<file path="config.mk">
export PLATFORM = sky130hd
export DESIGN_NAME = gmcd_fifo
export DESIGN_NICKNAME = d
export VERILOG_FILES = /design/src/hdl/gmcd_pkg.sv /design/src/hdl/gmcd_fifo.sv
export SDC_FILE = /design/constraint.sdc
export NUM_CORES = 1
export LEC_CHECK = 0
export BUFFER_PORTS_ARGS = -buffer_cell sky130_fd_sc_hd__buf_2
export CAP_MARGIN = 20
export CORE_ASPECT_RATIO = 2
export CORE_MARGIN = 4
export CORE_UTILIZATION = 25
export DETAILED_ROUTE_END_ITERATION = 12
export PLACE_DENSITY_LB_ADDON = 0.12
export SYNTH_ARGS = -nofsm -noshare
export SYNTH_HDL_FRONTEND = slang
export SYNTH_SLANG_ARGS = --single-unit
</file>
<file path="constraint.sdc">
create_clock -name clk -period 6.47 [get_ports clk]
set_input_delay 0.9705 -clock clk [delete_from_list [all_inputs] [get_ports clk]]
set_output_delay 0.9705 -clock clk [all_outputs]
set_load 0.01 [all_outputs]
</file>
<file path="src/hdl/gmcd_pkg.sv">
`default_nettype none
package gmcd_pkg;
  localparam int MAX_WIDTH   = 1024;
  localparam int SAMPLE_BITS = 16;
  localparam int AW          = $clog2(MAX_WIDTH);
  localparam int WCFG        = 11;
  localparam int HCFG        = 16;
  localparam int MAG_BITS    = 17;
  localparam int SQ_BITS     = 2 * SAMPLE_BITS;
  localparam int SUM_BITS    = SQ_BITS + 1;
  localparam int FIFO_DEPTH  = 4;
  localparam int FIFO_AW     = $clog2(FIFO_DEPTH);

  localparam logic ACT_SAMPLE = 1'b0;
  localparam logic ACT_DRAIN  = 1'b1;
  localparam logic REG_WIDTH  = 1'b0;
  localparam logic REG_HEIGHT = 1'b1;

  typedef enum logic [1:0] {F_IDLE, F_CALC, F_SQ} front_state_t;
  typedef enum logic [1:0] {B_IDLE, B_RUN, B_OUT} back_state_t;

  typedef struct packed {
    logic [SQ_BITS-1:0] sq_x;
    logic [SQ_BITS-1:0] sq_y;
    logic               frame_end;
  } job_t;

  typedef struct packed {
    logic [AW:0]      width;
    logic [HCFG-1:0]  height;
  } cfg_t;

  function automatic logic [SAMPLE_BITS-1:0] abs_diff(
    input logic signed [SAMPLE_BITS-1:0] a,
    input logic signed [SAMPLE_BITS-1:0] b);
    logic [SAMPLE_BITS:0] d;
    logic [SAMPLE_BITS:0] m;
    d = {a[SAMPLE_BITS-1], a} - {b[SAMPLE_BITS-1], b};
    m = d[SAMPLE_BITS] ? (~d + (SAMPLE_BITS+1)'(1)) : d;
    return m[SAMPLE_BITS-1:0];
  endfunction
endpackage
`default_nettype wire

</file>
<file path="src/hdl/gmcd_fifo.sv">
`default_nettype none
module gmcd_fifo (
  input  wire logic           clk,
  input  wire logic           rst_n,
  input  wire logic           push,
  input  wire gmcd_pkg::job_t wdata,
  input  wire logic           pop,
  output gmcd_pkg::job_t      rdata,
  output logic                full,
  output logic                empty
);
  localparam int FA = gmcd_pkg::FIFO_AW;

  gmcd_pkg::job_t  store_r [gmcd_pkg::FIFO_DEPTH];
  logic [FA-1:0]   wp_r, rp_r;
  logic [FA:0]     cnt_r;

  assign full  = cnt_r == (FA+1)'(gmcd_pkg::FIFO_DEPTH);
  assign empty = cnt_r == '0;
  assign rdata = store_r[rp_r];

  always_ff @(posedge clk) begin
    if (push) store_r[wp_r] <= wdata;
  end

  always_ff @(posedge clk) begin
    if (!rst_n) begin
      wp_r  <= '0;
      rp_r  <= '0;
      cnt_r <= '0;
    end else begin
      if (push) wp_r <= wp_r + FA'(1);
      if (pop)  rp_r <= rp_r + FA'(1);
      cnt_r <= cnt_r + (FA+1)'(push) - (FA+1)'(pop);
    end
  end

  a_no_overflow: assert property (@(posedge clk) disable iff (!rst_n) push |-> !full)
    else $error("queue overflow");
  a_no_underflow: assert property (@(posedge clk) disable iff (!rst_n) pop |-> !empty)
    else $error("queue underflow");
endmodule
`default_nettype wire

</file>
==> results.ini <==
[hold_path]
hp-start = rp_r[1]
hold_class = register to register
hold_depth = 2

[setup_path]
cpMaxStageDelayCell = buf_4
required_ns = 5.50
reg2reg_from = wp_r[0]
crit-reg2reg-capture = store_r[0][28]
startpoint_type = register
end_kind = output port
reg2regPathDepth = 5
crit_fanout = 53
cp_cell_sequence = buf_4, mux4_2, buf_2
cp.arrival_ns = 2.44
path_class = register to output port
reg2reg_slack_ns = 4.65
cpPeakStageDelay_ns = 0.72

[clocking]
cts.htree.levels = 1
clockRootBuffer = clkbuf_16
ctsResizeCount = 0
cts_setup_buffers = 0
clk_pin_slew_worst_paths_ns = 0.06
cts_tree = yes
cts.sinks = 269
clk_latency_ns = 0.53
cts_buffer_depth = 3
cts_hold_buf = 0
numCtsBuffers = 26

[pwr]
power_leakage_uw = 0.00401
vdd_drop_max_uv = 173
totalPowerFinal_uw = 4010
p_per_area_nw_per_um2 = 331

[placement]
port_buffers = 135
hpwl_um = 12600
pre_cts_slack_ns = 3.54
finalWeightedCongestion = 0.661

[cells_and_area]
post-route-util = 0.312
fillers = 3768
area_growth_pct = 22.9
drive_above_1_share = 0.464
nNetsFinal = 618

[drt]
ant_nets = 0
avgViaCountPerCell = 4.11
num_vias = 4442
wire_per_inst_um = 19.7
wl_um = 21300
drc = 0
dr.first_iter.drc_count = 152
dr.pass1.iters = 4

[flow_run]
cap_violations = 0

[sta]
tightest_slew_ns = 0.896
rsz0062_at_grt = no
maxSlewViolCount = 0
min_period_over_period = 0.528
hold_viol = 0
min_period_ns = 3.41
setup_viol_count_final = 0
layout_setup_ws_ns = 3.06
finClkSkew_ns = 0.0153
hold_slack_ns = 0.534
slew_headroom = 0.402
setup_tns_ns = 0
fmax_mhz = 293

[yosys]
synthTopCellsByArea = edfxtp_1 (79%), mux4_2 (15%), dfxtp_1 (1.8%), buf_12 (1.0%), ha_1 (0.76%)
yosysMostFrequentCell = edfxtp_1
synthCells = 382
synth_warnings = 0
synth_xor_area_frac = 0.00418
syn-cell-area_sq_um = 9870
synth-edff-count = 260
synthSimpleGateAreaFrac = 0.00761
yosys_most_used_dff = edfxtp_1
synthDistinctLibCells = 21
ys_ff_latch = 269
ys_async_sr_fraction = 0
synth_mux_area_frac = 0.149
synth-adder-area-share = 0.00964
ys_seq_area_frac = 0.810
synth_compound_area_frac = 0.00152
yosysTopAreaCell = edfxtp_1
netlist.area_leader.share = 0.791
synthTopCellsByCount = edfxtp_1 (260), mux4_2 (65), dfxtp_1 (9)
synth_top_family_by_area = multiplexers
syn-num-nets = 458
avgSynthCellArea_sq_um = 25.8

[global_routing]
grt_max_degree = 66
antenna_found_initial = 2
grt_pass1_wl_um = 32200
grtUsageTotal = 0.100
grt_pass1_vias = 5179
grt-ovfl-total = 0

[die]
die_width_um = 148
fp.dieH_um = 289
ioPinCount = 136
design.die.area_sq_um = 42900
core_sq_um = 38900
start_util = 0.253
row_count = 102

[outcome]
outcome = finished, final reports clean

==> cell type report <==
class / count / area (sq um) / share of cell area
Inverter: 7 / 26.3 / 0.00217
Tap cell: 520 / 651 / 0.0536
Multi-Input combinational cell: 92 / 1710 / 0.141
Timing Repair Buffer: 146 / 831 / 0.0685
Sequential cell: 269 / 8000 / 0.659
Antenna cell: 1 / 2.50 / 0.000206
Clock buffer: 29 / 683 / 0.0563
Clock inverter: 17 / 230 / 0.0190
==> where the power goes <==
group / leakage, uW / internal, uW / switching [uW]
Sequential: 0.00246 / 2000 / 23.5
Clock: 0.000438 / 964 / 636
Combinational: 0.00111 / 178 / 210
Total: 0.00401 / 3140 / 869
==> cells by family (layout without fill, tap and decap cells) <==
logic type	Yosys count	after routing
adder cells (fa/ha/maj)	7	7
AND/OR/NAND/NOR	14	14
other	0	1
AO/OA/AOI/OAI	2	2
flip-flops	269	269
XOR/XNOR	3	3
multiplexers	66	66
buffers and inverters	21	199
==> flip-flops by register name, summed over array words and instances, names as in the netlist, named ones only <==
register / cells
store_r: 260
wp_r: 2
rp_r: 2
cnt_r: 3
==> metrics by stage <==
step | cell area, sq um | cells
floorplan | 9870 | 382
global placement | 11100 | 1030
detailed placement | 11100 | 1030
CTS | 12000 | 1076
global route | 12100 | 1080
finish | 12100 | 1081
==> layout by cell type, fill, tap and decap left out, drive strengths merged, types with 2 or more instances in the layout <==
cell      synthesis  final
edfxtp          260    260
buf              13    146
mux4             65     65
clkbuf            1     29
inv               7      9
dfxtp             9      9
clkinv            0      7
ha                6      6
and2              6      6
nor2              5      5
bufinv            0      5
clkinvlp          0      3
xnor2             2      2
==> routing by layer <==
metal | vias up | GRT usage | share of wire | wire (um)
met5 | - | 0 | 0 | 0
met4 | 0 | 0.0351 | 0.024 | 514
met3 | 28 | 0.0185 | 0.051 | 1080
met2 | 108 | 0.192 | 0.55 | 11800
met1 | 2358 | 0.109 | 0.37 | 7880
li1 | 1948 | - | - | -
==> critical path, delay by kind of cell (launching register included) <==
kind	cells	cell delay, ns
buffers and inverters	2	0.89
DFF	1	0.49
muxes	1	0.45
==> worst max path at each step <==
| stage | start | endpoint | slack [ns] | cells past startpoint |
|---|---|---|---|---|
| 4_1_cts | register | rdata[52] | 2.97 | 3 |
| 3_5_place_dp | register | rdata[52] | 3.54 | 3 |
| 5_1_grt | register | rdata[52] | 2.93 | 3 |
| 2_1_floorplan | push | store_r[0][0] | 3.54 | 1 |
| 6_report | register | rdata[45] | 3.06 | 3 |
| 3_3_place_gp | register | rdata[45] | 3.56 | 3 |
Note: power is estimated with default switching activity, not from simulation.
