[src/hdl/gmcd_pkg.sv]
`default_nettype none
package gmcd_pkg;
  localparam int MAX_WIDTH   = 1024;
  localparam int SAMPLE_BITS = 16;
  localparam int AW          = $clog2(MAX_WIDTH);
  localparam int WCFG        = 11;
  localparam int HCFG        = 16;
  localparam int MAG_BITS    = 17;
  localparam int SQ_BITS     = 2 * SAMPLE_BITS;
  localparam int SUM_BITS    = SQ_BITS + 1;
  localparam int FIFO_DEPTH  = 4;
  localparam int FIFO_AW     = $clog2(FIFO_DEPTH);

  localparam logic ACT_SAMPLE = 1'b0;
  localparam logic ACT_DRAIN  = 1'b1;
  localparam logic REG_WIDTH  = 1'b0;
  localparam logic REG_HEIGHT = 1'b1;

  typedef enum logic [1:0] {F_IDLE, F_CALC, F_SQ} front_state_t;
  typedef enum logic [1:0] {B_IDLE, B_RUN, B_OUT} back_state_t;

  typedef struct packed {
    logic [SQ_BITS-1:0] sq_x;
    logic [SQ_BITS-1:0] sq_y;
    logic               frame_end;
  } job_t;

  typedef struct packed {
    logic [AW:0]      width;
    logic [HCFG-1:0]  height;
  } cfg_t;

  function automatic logic [SAMPLE_BITS-1:0] abs_diff(
    input logic signed [SAMPLE_BITS-1:0] a,
    input logic signed [SAMPLE_BITS-1:0] b);
    logic [SAMPLE_BITS:0] d;
    logic [SAMPLE_BITS:0] m;
    d = {a[SAMPLE_BITS-1], a} - {b[SAMPLE_BITS-1], b};
    m = d[SAMPLE_BITS] ? (~d + (SAMPLE_BITS+1)'(1)) : d;
    return m[SAMPLE_BITS-1:0];
  endfunction
endpackage
`default_nettype wire

[src/hdl/gmcd_out_if.sv]
`default_nettype none
interface gmcd_out_if;
  logic                            valid;
  logic                            ready;
  logic [gmcd_pkg::MAG_BITS-1:0]   magnitude;
  logic                            frame_end;
  modport source(output valid, magnitude, frame_end, input ready);
  modport sink(input valid, magnitude, frame_end, output ready);
endinterface
`default_nettype wire

[src/hdl/gmcd_sqrt.sv]
`default_nettype none
module gmcd_sqrt (
  input  wire logic           clk,
  input  wire logic           rst_n,
  input  wire gmcd_pkg::job_t job,
  input  wire logic           empty,
  output logic                pop,
  gmcd_out_if.source          out_ch
);
  localparam int MB  = gmcd_pkg::MAG_BITS;
  localparam int RB  = MB + 4;
  localparam int CB  = $clog2(MB);

  gmcd_pkg::back_state_t state_r, state_nxt;

  logic [2*MB-1:0] n_r;
  logic [RB-1:0]   rem_r, rem_s, trial;
  logic [MB-1:0]   root_r;
  logic [CB-1:0]   cnt_r;
  logic            fe_r, done;
  logic [gmcd_pkg::SUM_BITS-1:0] sum;

  assign sum   = gmcd_pkg::SUM_BITS'(job.sq_x) + gmcd_pkg::SUM_BITS'(job.sq_y);
  assign rem_s = {rem_r[RB-3:0], n_r[2*MB-1 -: 2]};
  assign trial = RB'({root_r, 2'b01});
  assign done  = cnt_r == CB'(MB - 1);

  always_ff @(posedge clk) begin
    if (pop) begin
      n_r    <= (2*MB)'(sum);
      rem_r  <= '0;
      root_r <= '0;
      cnt_r  <= '0;
      fe_r   <= job.frame_end;
    end else if (state_r == gmcd_pkg::B_RUN) begin
      n_r   <= {n_r[2*MB-3:0], 2'b00};
      cnt_r <= cnt_r + CB'(1);
      if (rem_s >= trial) begin
        rem_r  <= rem_s - trial;
        root_r <= {root_r[MB-2:0], 1'b1};
      end else begin
        rem_r  <= rem_s;
        root_r <= {root_r[MB-2:0], 1'b0};
      end
    end
  end

  always_ff @(posedge clk) begin
    if (!rst_n) state_r <= gmcd_pkg::B_IDLE;
    else        state_r <= state_nxt;
  end

  always_comb begin
    state_nxt = state_r;
    unique case (state_r)
      gmcd_pkg::B_IDLE: if (!empty) state_nxt = gmcd_pkg::B_RUN;
      gmcd_pkg::B_RUN:  if (done) state_nxt = gmcd_pkg::B_OUT;
      gmcd_pkg::B_OUT:  if (out_ch.ready) state_nxt = gmcd_pkg::B_IDLE;
      default:          state_nxt = gmcd_pkg::B_IDLE;
    endcase
  end

  always_comb begin
    pop              = (state_r == gmcd_pkg::B_IDLE) && !empty;
    out_ch.valid     = state_r == gmcd_pkg::B_OUT;
    out_ch.magnitude = root_r;
    out_ch.frame_end = fe_r;
  end
endmodule
`default_nettype wire
[src/flat_wrapper.sv]
// flat-port wrapper written by rule: the top's interface ports become plain ports
module gmcd_sqrt_flat 
  (clk, rst_n, job, empty, pop, out_ch_valid, out_ch_magnitude, out_ch_frame_end, out_ch_ready);
  gmcd_out_if out_ch_i ();
  input  wire logic clk;
  input  wire logic rst_n;
  input  wire gmcd_pkg::job_t job;
  input  wire logic empty;
  output logic pop;
  output wire logic [$bits(out_ch_i.valid)-1:0] out_ch_valid;
  output wire logic [$bits(out_ch_i.magnitude)-1:0] out_ch_magnitude;
  output wire logic [$bits(out_ch_i.frame_end)-1:0] out_ch_frame_end;
  input wire logic [$bits(out_ch_i.ready)-1:0] out_ch_ready;
  assign out_ch_valid = out_ch_i.valid;
  assign out_ch_magnitude = out_ch_i.magnitude;
  assign out_ch_frame_end = out_ch_i.frame_end;
  assign out_ch_i.ready = out_ch_ready;
  gmcd_sqrt u_core (.clk(clk), .rst_n(rst_n), .job(job), .empty(empty), .pop(pop), .out_ch(out_ch_i));
endmodule
[config.mk]
export PLATFORM = sky130hd
export DESIGN_NAME = gmcd_sqrt_flat
export DESIGN_NICKNAME = d
export VERILOG_FILES = /design/src/hdl/gmcd_pkg.sv /design/src/hdl/gmcd_out_if.sv /design/src/hdl/gmcd_sqrt.sv /design/src/flat_wrapper.sv
export SDC_FILE = /design/constraint.sdc
export NUM_CORES = 1
export LEC_CHECK = 0
export BUFFER_PORTS_ARGS = -buffer_cell sky130_fd_sc_hd__buf_4
export CAP_MARGIN = 10
export CORE_MARGIN = 10
export CORE_UTILIZATION = 35
export DETAILED_ROUTE_END_ITERATION = 8
export GPL_ROUTABILITY_DRIVEN = 0
export MAX_ROUTING_LAYER = met4
export PLACE_DENSITY_LB_ADDON = 0.1
export SLEW_MARGIN = 25
export SYNTH_ARGS = -nofsm -noshare
export SYNTH_HDL_FRONTEND = slang
export SYNTH_SLANG_ARGS = --single-unit
[constraint.sdc]
create_clock -name clk -period 6.8 [get_ports clk]
set_input_delay 0.34 -clock clk [delete_from_list [all_inputs] [get_ports clk]]
set_output_delay 0.34 -clock clk [all_outputs]
set_load 0.1 [all_outputs]
==> metrics <==
status finished clean; hold_buf cts 0; worst r2r dst u_core.n_r[10]$_DFFE_PP_; Die Span X 150 um; Rows 47; WL per Instance 15.2 um; starting density of the core 35.6%; fin. max-slew vios 0; Avg Cell Area, Syn 8.30 sq um; fin crit period 2850 ps; Post-synth top cells 95 x o21ai_0, 73 x nand2_1, 53 x ha_1; Setup Skew 9.90 ps; Seq cells post-synth 78; Post-synth EDFFs 34; proportion of layout cells with a drive suffix above 1 14.9%; CTS buffer count 9; worst slew pin tran 721 ps; Starting DRT DRC Count 277; worst-path fanout max 34; mapped cell area 5880 sq um; IO buf count 88; largest net degree at the start of global routing 65; Final period util 41.9%; Post-DP Area 6720 sq um; Min-Delay Path Class input pin to flip-flop; post-synthesis sequential area ratio 32.3%; Chip Height 150 um; setup violators final 0; fmax 351 MHz; first-pass iteration count of the detailed router 5; root buf cell clkbuf_16; final antenna diode count 0; Layout area overhead 19.4%; CORE AREA 16500 sq um; die area 22400 sq um; number of global-route vias before repair 5353; headroom to the max-slew limit 51.9%; post-synth top area cell edfxtp_1; Reg-to-Reg Start u_core.state_r[1]$_SDFFE_PN0P_; final net count 902; Final Instance Area 7030 sq um; Max-Cap Viols 0; non-filler cells, final 1004; via count 5335; Startpoint Class flip-flop; initial antenna violation count 0; clk_lat worst skew 340 ps; most frequent cell after synthesis o21ai_0; Worst EP arrival 2840 ps; Post-CTS Setup Bufs 0; Critical Path RT 6790 ps; PD cells 342 nW/um^2; clock-pin slew on the worst setup and hold paths 60 ps; Reg2Reg Depth 5; clk buf depth 2; Final Hold Viols 0; worst vdd ir 0.140 mV; Yosys cell types 62; CP endpoint kind flip-flop; leak pwr 0.00295 uW; Reg2Reg Setup Slack 3950 ps; Critical Path Start u_core.state_r[1]$_SDFFE_PN0P_; Post-Place Cells 988; critical path endpoint u_core.n_r[10]$_DFFE_PP_; ys async rst share 0%; clk sinks 78; GRT Overall Usage 14.1%; synthesized instance count 709; syn nets 832; Fin Setup TNS 0 ps; TritonCTS clock tree done; ys flop type dfxtp_1; total global routing overflow 0; drt total wl 15.3 mm; yosys warns 0; HPWL Detailed 11.9 mm; H-tree lvl count 3; remaining routing DRC violations 0; first-pass GRT wire length 25.8 mm; Setup CP Type flip-flop to flip-flop; Post-CTS Resized 0; RSZ-0062 raised after global routing no; share of the synthesized area in the top cell type 17.4%; I/O Pins 89; Synth area leaders edfxtp_1 17%, dfxtp_1 15%, ha_1 11%; post-DR vias/cell 5.31; Routed Antenna Nets 0
sequential cells by signal (all words and copies together) (netlist names):
signal	cells
u_core.cnt_r	5
u_core.out_ch.magnitude	17
u_core.rem_r	19
u_core.out_ch.frame_end	1
u_core.n_r	34
u_core.state_r	2
worst min path at each step:
stage / startpoint / endpoint / depth (start not counted)
after detailed placement: u_core.n_r[31]$_DFFE_PP_ / u_core.n_r[33]$_SDFFE_PP0P_ / 2
final: job[0] / u_core.out_ch.frame_end$_DFFE_PP_ / 1
after floorplan: u_core.n_r[31]$_DFFE_PP_ / u_core.n_r[33]$_SDFFE_PP0P_ / 2
after global routing: job[0] / u_core.out_ch.frame_end$_DFFE_PP_ / 1
after CTS: job[0] / u_core.out_ch.frame_end$_DFFE_PP_ / 1
after global placement: u_core.rem_r[17]$_SDFFE_PP0P_ / u_core.rem_r[17]$_SDFFE_PP0P_ / 2
report_power, final:
| part | total (uW) | internal [uW] | switching (uW) |
|---|---|---|---|
| clock | 499 | 296 | 203 |
| combinational | 1260 | 531 | 726 |
| sequential | 649 | 595 | 54.9 |
cells in the final DEF (no fill, tap or decap), types with 6 or more instances in the layout:
| cell | instances |
|---|---|
| o21ai_0 | 95 |
| buf_4 | 92 |
| nand2_1 | 73 |
| ha_1 | 53 |
| a21oi_1 | 52 |
| dfxtp_1 | 44 |
| inv_1 | 35 |
| nand3_1 | 34 |
| edfxtp_1 | 34 |
| nor2_1 | 33 |
| xor2_1 | 22 |
| a21o_1 | 20 |
| xnor2_1 | 20 |
| and3_1 | 11 |
| mux2i_1 | 11 |
| a31oi_1 | 9 |
| nor3_1 | 9 |
| clkbuf_16 | 9 |
| nand4_1 | 8 |
| a211oi_1 | 8 |
| nor2b_1 | 8 |
| o211ai_1 | 6 |
| and2_1 | 6 |
cell type report:
cell class	count	area, sq um
clock inverters	6	67.6
well taps	220	275
flip-flops and latches	78	1900
clock buffers	10	239
fillers	1713	9500
multi-input cells	563	3720
repair buffers	92	691
inverters	35	131
layer usage:
layer / GRT usage [%] / routed length (um) / vias up
met1: 18.1 / 7450 / 2452
met2: 22.6 / 7100 / 117
met5: - / 0 / -
met3: 1.93 / 474 / 13
li1: - / - / 2753
met4: 4.66 / 249 / 0
worst max-delay path, cell delays in order, from the launching register on:
cell     delay (ps)
dfxtp_1         320
or3_2           720
inv_1           610
nor2_2          320
inv_1           110
buf_4           390
per-stage QoR:
step | power, uW | util [%] | hold WS, ps | setup slack (ps)
6_report | 2410 | 42.5 | 173 | 3950
2_1_floorplan | 1640 | - | 418 | 3770
3_5_place_dp | 1910 | 40.7 | 466 | 3640
3_3_place_gp | 1900 | 40.7 | 459 | 3740
5_1_grt | 2610 | 42.5 | 160 | 3780
4_1_cts | 2420 | 42.5 | 157 | 3630
cells by family after synthesis:
group / count (synthesis) / synth area share (%)
AOI/OAI and AO/OA: 246 / 25.9
xor gates and xnor gates: 42 / 6.25
adders and majority gates: 54 / 11.6
buffers and inverters: 68 / 4.51
DFF: 78 / 32.3
muxes: 12 / 2.06
and+or+nand+nor: 209 / 17.4
No activity file was read; power rests on OpenSTA's default activity.
